===== src/assert_macros.svh =====
// ---------------------------------------------------------------------------
// assert_macros.svh
// Concurrent assertion shorthands, clocked on clk and disabled in reset.
// ---------------------------------------------------------------------------
`ifndef ASSERT_MACROS_SVH
`define ASSERT_MACROS_SVH

`ifndef SYNTH
// Property holds at every clock edge outside reset
`define ASSERT_ALWAYS(lbl, prop, msg) \
  lbl: assert property (@(posedge clk) disable iff (!rst_n) (prop)) else $error(msg);
// Antecedent in one cycle implies consequent in the next
`define ASSERT_NEXT(lbl, ante, cons, msg) \
  lbl: assert property (@(posedge clk) disable iff (!rst_n) (ante) |=> (cons)) else $error(msg);
`else
`define ASSERT_ALWAYS(lbl, prop, msg)
`define ASSERT_NEXT(lbl, ante, cons, msg)
`endif

`endif


===== src/ddo_pkg.sv =====
// ---------------------------------------------------------------------------
// ddo_pkg
// Shared widths, command codes, state type and helpers for the odometry block.
// ---------------------------------------------------------------------------
`timescale 1ns / 1ps

package ddo_pkg;

  // Field widths
  localparam int COUNT_W   = 32;
  localparam int POS_W     = 48;
  localparam int HEAD_W    = 32;
  localparam int RATE_W    = 32;
  localparam int CFG_W     = 32;
  localparam int CFG_IDX_W = 1;
  localparam int IV_W      = 24;

  // Internal arithmetic widths
  localparam int SUM_W     = COUNT_W + 1;          // S and T
  localparam int PROD_W    = SUM_W + CFG_W;        // S*mpc, T*tpc
  localparam int TRAVEL_SH = 9;
  localparam int TRAVEL_W  = PROD_W - TRAVEL_SH;   // mean travel, Q.24
  localparam int CORD_W    = 34;
  localparam int CORD_STEPS = 30;
  localparam int CORD_FRAC = 30;
  localparam int XY_W      = TRAVEL_W + CORD_W;
  localparam int STEP_W    = XY_W - CORD_FRAC;
  localparam int POSSUM_W  = STEP_W + 1;
  localparam int SCALE_W   = 20;
  localparam int NUM_W     = PROD_W + SCALE_W;
  localparam int DEN_W     = 64;
  localparam int QUO_W     = 32;
  localparam int CNT_W     = 6;
  localparam int BIT_IDX_W = 5;

  localparam int MUL1_LAST = CFG_W - 1;
  localparam int MUL2_LAST = CORD_W - 1;
  localparam int DIV_LAST  = QUO_W - 1;

  localparam logic [SCALE_W-1:0] RATE_SCALE = 20'd1000000;  // us per s
  localparam logic signed [CORD_W-1:0] CORD_GAIN = 34'sd652032874;
  localparam logic [CFG_W-1:0] MPC_RESET = 32'd112441980;
  localparam logic [CFG_W-1:0] TPC_RESET = 32'd33140180;

  // Configuration register indexes
  typedef enum logic [CFG_IDX_W-1:0] {
    REG_METRES_PER_COUNT,
    REG_TURN_PER_COUNT_DIFF
  } reg_idx_t;

  // Datapath operations
  typedef enum logic [3:0] {
    OP_NONE,
    OP_LOAD,
    OP_MUL1,
    OP_LD2,
    OP_MUL2,
    OP_PREP,
    OP_CHK,
    OP_DIV,
    OP_COMMIT
  } op_t;

  typedef struct packed {
    op_t              op;
    logic [CNT_W-1:0] idx;
  } cmd_t;

  // Controller states
  typedef enum logic [2:0] {
    ST_IDLE,
    ST_MUL1,
    ST_LD2,
    ST_MUL2,
    ST_PREP,
    ST_CHK,
    ST_DIV,
    ST_DONE
  } st_t;

  // CORDIC arctangent table, binary angle
  function automatic logic [HEAD_W-1:0] atan_at(input logic [BIT_IDX_W-1:0] i);
    logic [HEAD_W-1:0] a;
    case (i)
      5'd0:  a = 32'h20000000;
      5'd1:  a = 32'h12E4051E;
      5'd2:  a = 32'h09FB385B;
      5'd3:  a = 32'h051111D4;
      5'd4:  a = 32'h028B0D43;
      5'd5:  a = 32'h0145D7E1;
      5'd6:  a = 32'h00A2F61E;
      5'd7:  a = 32'h00517C55;
      5'd8:  a = 32'h0028BE53;
      5'd9:  a = 32'h00145F2F;
      5'd10: a = 32'h000A2F98;
      5'd11: a = 32'h000517CC;
      5'd12: a = 32'h00028BE6;
      5'd13: a = 32'h000145F3;
      5'd14: a = 32'h0000A2FA;
      5'd15: a = 32'h0000517D;
      5'd16: a = 32'h000028BE;
      5'd17: a = 32'h0000145F;
      5'd18: a = 32'h00000A30;
      5'd19: a = 32'h00000518;
      5'd20: a = 32'h0000028C;
      5'd21: a = 32'h00000146;
      5'd22: a = 32'h000000A3;
      5'd23: a = 32'h00000051;
      5'd24: a = 32'h00000029;
      5'd25: a = 32'h00000014;
      5'd26: a = 32'h0000000A;
      5'd27: a = 32'h00000005;
      5'd28: a = 32'h00000003;
      5'd29: a = 32'h00000001;
      default: a = '0;
    endcase
    return a;
  endfunction

  // Bit of the rate scale constant, zero above its width
  function automatic logic scale_bit(input logic [CNT_W-1:0] i);
    logic b;
    if (i < CNT_W'(SCALE_W)) b = RATE_SCALE[i[BIT_IDX_W-1:0]];
    else b = 1'b0;
    return b;
  endfunction

  // Clamp a wide position sum to the pose width
  function automatic logic [POS_W-1:0] pos_sat(input logic [POSSUM_W-1:0] v);
    logic [POS_W-1:0] r;
    if ((&v[POSSUM_W-1:POS_W-1]) || !(|v[POSSUM_W-1:POS_W-1])) r = v[POS_W-1:0];
    else if (v[POSSUM_W-1]) r = {1'b1, {(POS_W-1){1'b0}}};
    else r = {1'b0, {(POS_W-1){1'b1}}};
    return r;
  endfunction

  // Rate result from sign, quotient magnitude and overflow
  function automatic logic [RATE_W-1:0] rate_out(input logic iv_zero, input logic ovf,
                                                 input logic neg,
                                                 input logic [QUO_W-1:0] q);
    logic [RATE_W-1:0] r;
    if (iv_zero) r = '0;
    else if (ovf) r = neg ? {1'b1, {(RATE_W-1){1'b0}}} : {1'b0, {(RATE_W-1){1'b1}}};
    else r = neg ? (~q + 1'b1) : q;
    return r;
  endfunction

endpackage


===== src/ddo_ctrl.sv =====
// ---------------------------------------------------------------------------
// ddo_ctrl
// Sequencer: steps the datapath through multiply, CORDIC, divide and commit.
// ---------------------------------------------------------------------------
`timescale 1ns / 1ps

module ddo_ctrl import ddo_pkg::*; (
  input  logic clk,
  input  logic rst_n,
  input  logic in_valid,
  output logic in_ready,
  output logic out_valid,
  input  logic out_ready,
  output cmd_t cmd
);

  st_t              state_r, state_nxt;
  logic [CNT_W-1:0] cnt_r, cnt_nxt;
  logic             out_valid_r, out_valid_nxt;

  // State, step counter and result valid
  always_ff @(posedge clk) begin
    if (!rst_n) begin
      state_r     <= ST_IDLE;
      cnt_r       <= '0;
      out_valid_r <= 1'b0;
    end else begin
      state_r     <= state_nxt;
      cnt_r       <= cnt_nxt;
      out_valid_r <= out_valid_nxt;
    end
  end

  // Next state and commands
  always_comb begin
    state_nxt     = state_r;
    cnt_nxt       = cnt_r;
    out_valid_nxt = out_valid_r;
    in_ready      = 1'b0;
    cmd.op        = OP_NONE;
    cmd.idx       = cnt_r;
    if (out_valid_r && out_ready) out_valid_nxt = 1'b0;
    unique case (state_r)
      ST_IDLE: begin
        in_ready = 1'b1;
        if (in_valid) begin
          cmd.op    = OP_LOAD;
          cnt_nxt   = '0;
          state_nxt = ST_MUL1;
        end
      end
      ST_MUL1: begin
        cmd.op = OP_MUL1;
        if (cnt_r == CNT_W'(MUL1_LAST)) begin
          cnt_nxt   = '0;
          state_nxt = ST_LD2;
        end else begin
          cnt_nxt = cnt_r + 1'b1;
        end
      end
      ST_LD2: begin
        cmd.op    = OP_LD2;
        state_nxt = ST_MUL2;
      end
      ST_MUL2: begin
        cmd.op = OP_MUL2;
        if (cnt_r == CNT_W'(MUL2_LAST)) begin
          cnt_nxt   = '0;
          state_nxt = ST_PREP;
        end else begin
          cnt_nxt = cnt_r + 1'b1;
        end
      end
      ST_PREP: begin
        cmd.op    = OP_PREP;
        state_nxt = ST_CHK;
      end
      ST_CHK: begin
        cmd.op    = OP_CHK;
        state_nxt = ST_DIV;
      end
      ST_DIV: begin
        cmd.op = OP_DIV;
        if (cnt_r == CNT_W'(DIV_LAST)) begin
          cnt_nxt   = '0;
          state_nxt = ST_DONE;
        end else begin
          cnt_nxt = cnt_r + 1'b1;
        end
      end
      ST_DONE: begin
        // wait for the result slot to free up
        if (!out_valid_r || out_ready) begin
          cmd.op        = OP_COMMIT;
          out_valid_nxt = 1'b1;
          state_nxt     = ST_IDLE;
        end
      end
    endcase
  end

  assign out_valid = out_valid_r;

endmodule


===== config.mk =====
export PLATFORM = sky130hd
export DESIGN_NAME = ddo_ctrl
export DESIGN_NICKNAME = d
export VERILOG_FILES = /design/src/assert_macros.svh /design/src/ddo_pkg.sv /design/src/ddo_ctrl.sv
export SDC_FILE = /design/constraint.sdc
export NUM_CORES = 1
export LEC_CHECK = 0
export ABC_AREA = 1
export BUFFER_PORTS_ARGS = -buffer_cell sky130_fd_sc_hd__buf_2
export CORE_AREA = 4 4 41 43
export DETAILED_ROUTE_END_ITERATION = 8
export DIE_AREA = 0 0 45 47
export PLACE_DENSITY = 0.75
export SLEW_MARGIN = 0
export SYNTH_ARGS = -nofsm -noshare
export SYNTH_HDL_FRONTEND = slang
export SYNTH_SLANG_ARGS = --single-unit

===== constraint.sdc =====
create_clock -name clk -period 4.2 [get_ports clk]
set_clock_uncertainty 0.15 [all_clocks]
set_input_delay 0.84 -clock clk [delete_from_list [all_inputs] [get_ports clk]]
set_output_delay 0.84 -clock clk [all_outputs]
set_load 0.02 [all_outputs]

==> results.toml <==
[outcome]
status = "complete, no violations"

[drt]
drt-initial-drc-count = 16
drc = 0
vias = 712
ant_nets = 0
dr.pass1.iters = 4
finalWirelength_um = 1340
routed_via_density = 4.75
post_drt_wl_per_cell_um = 8.96

[timing]
fmax_mhz = 415
hold_viol = 0
min_period_ns = 2.41
hold_slack_ns = 0.404
setup_tns_ns = 0
finalSetupViolations = 0
grt_setup_unrepaired = "no"
slew_headroom_pct = 81.5
worstMarginPinSlew_ns = 0.277
finalMaxSlewViolations = 0
fin_crit_sh_pct = 57.3

[cts]
cts.path.max_buffers = 2
cts_buffers = 3
cts-resized-gates = 0
ctsHtreeMaxLevel = 1
post_cts_buffers = 0
clk_pin_slew_ns = 0.06
cts.sinks = 10
clock_latency_ns = 0.27
cts_tree = "yes"
cts_hold_repair.buffers = 0
cts-root-buf = "clkbuf_4"

[power_and_ir_drop]
ir_drop_mv = 0.352
power_density_nw_per_um2 = 730
leakage_nw = 0.454

[cells_and_area]
nNetsFinal = 143
nFillCells = 138
diodes = 0
utilization_pct = 60.6
drive_gt1_share_pct = 20.0
multi_input_area_um2 = 385
syn_to_final_growth_pct = 13.3
regArea_um2 = 200

[yosys]
synth-seq-cells = 10
synth_top_area_cell = "dfxtp_1"
ys_warn_count = 0
netlist_area_um2 = 696
syn-instance-count = 121
yosysTopAreaCellShare_pct = 28.8
syn-num-nets = 127
synth_cell_types = 21
avgSynthCellArea_um2 = 5.75
synth_seq_area_share_pct = 28.8
ys_top_cells_by_area = "dfxtp_1 (29%), nand2_1 (20%), nor2_1 (12%)"

[worst_setup_path]
crit_type = "flip-flop to output pin"
cp_max_fo = 8
end_kind = "output pin"
worstPathArrival_ns = 1.42
cpPeakStageDelay_ns = 0.47
path_buf_inv = 3
required_ns = 3.21
cp-start-kind = "flip-flop"
crit_path_top_delay_cell = "dfxtp_1"
path_delay_family = "flip-flops"
crit_chain = "nand2_1 -> nor2_1 -> inv_1 -> nand2_1 -> inv_1 -> buf_2"

[global_route]
gr-usage-all-layers_pct = 15.5
grt_pass1_vias = 591
antenna_found_initial = 0
grt.overflow.total = 0
grt_pass1_wl_um = 2410
grt_start_max_net_pins = 10

[die]
core_um2 = 1300
start_util_pct = 53.5
rows = 13
die_area_um2 = 2120
die_w_um = 45
pin_count = 16
die_h_um = 47

[min_path]
min_path_type = "flip-flop to flip-flop"

[place]
gp_congestion = 0.776
io_buffers = 15
dp_hpwl_um = 1040

[job]
cap_violations = 0
[layout by cell type (no fill, tap or decap), drive strengths merged]
master	synthesis	routed
nand2	39	39
nor2	24	24
inv	23	23
buf	3	15
dfxtp	10	10
nand3	8	8
o21ai	5	5
clkbuf	1	3
a21oi	2	2
ha	2	2
a31oi	1	1
nor3	1	1
o21a	1	1
xnor2	1	1
[cells in the mapped netlist]
master     n
nor2_1    23
nor2_2     1
dfxtp_1   10
nand2_2    1
o21a_1     1
ha_1       2
xnor2_1    1
buf_2      1
o21ai_0    1
nor3_2     1
clkbuf_1   1
nand3_1    8
inv_1     19
nand2_4    1
a21oi_1    2
a31oi_1    1
buf_4      2
inv_2      4
nand2_1   37
o21ai_2    1
o21ai_1    3
[sequential cells by signal, summed over array words and instances (netlist names)]
register	cells
out_valid	1
cnt_r	6
state_r	3
[worst min-delay path: cells and delay by family (launching register included)]
family           cells  cell delay [ns]
DFF                  1             0.36
and+or+nand+nor      2             0.16
[path summary, 6_finish.rpt]
check / start / end / slack [ns] / cells after the start
worst max-delay path: state_r[0] / cmd[8] / 1.79 / 6
worst min-delay path: state_r[1] / state_r[1] / 0.40 / 2
worst max register to register: cnt_r[0] / state_r[2] / 2.53 / 7
worst min register to register: state_r[1] / state_r[1] / 0.40 / 2
[power breakdown]
group | leakage [nW] | internal [mW] | total, mW | switching [mW]
clock | 0.0138 | 0.0332 | 0.0664 | 0.0333
combinational | 0.358 | 0.123 | 0.357 | 0.234
sequential | 0.0816 | 0.117 | 0.152 | 0.0344
total | 0.454 | 0.273 | 0.575 | 0.302
[cell type report]
cell class	instances	share of cell area [%]
timing repair buffer	15	9.52
multi-input combinational	84	48.9
clock buffer	3	2.86
sequential	10	25.4
inverter	23	11.0
tap	15	2.38
[cells by family after synthesis]
| kind of cell | count (synthesis) | synth area share (%) |
|---|---|---|
| compound gates | 9 | 7.55 |
| simple gates | 72 | 43.0 |
| flops | 10 | 28.8 |
| fa+ha+maj | 2 | 3.60 |
| buf+inv | 27 | 15.8 |
| xor+xnor | 1 | 1.26 |
[metal layers]
layer	GRT usage (%)	part of all wire (%)	vias up
met1	22.1	54	297
met5	0	0	-
met3	2.30	5.0	5
met2	22.3	38	22
li1	-	-	388
met4	8.77	2.8	0
[per-stage QoR]
step / std cells / power, mW / cell area, um2 / setup WS [ns]
after global placement: 147 / 0.508 / 766 / 1.91
after detailed placement: 147 / 0.512 / 766 / 1.89
after CTS: 150 / 0.579 / 788 / 1.79
after floorplan: 121 / 0.453 / 696 / 1.95
final: 150 / 0.575 / 788 / 1.79
after global routing: 150 / 0.633 / 788 / 1.64
Note: power is estimated with default switching activity, not from simulation.
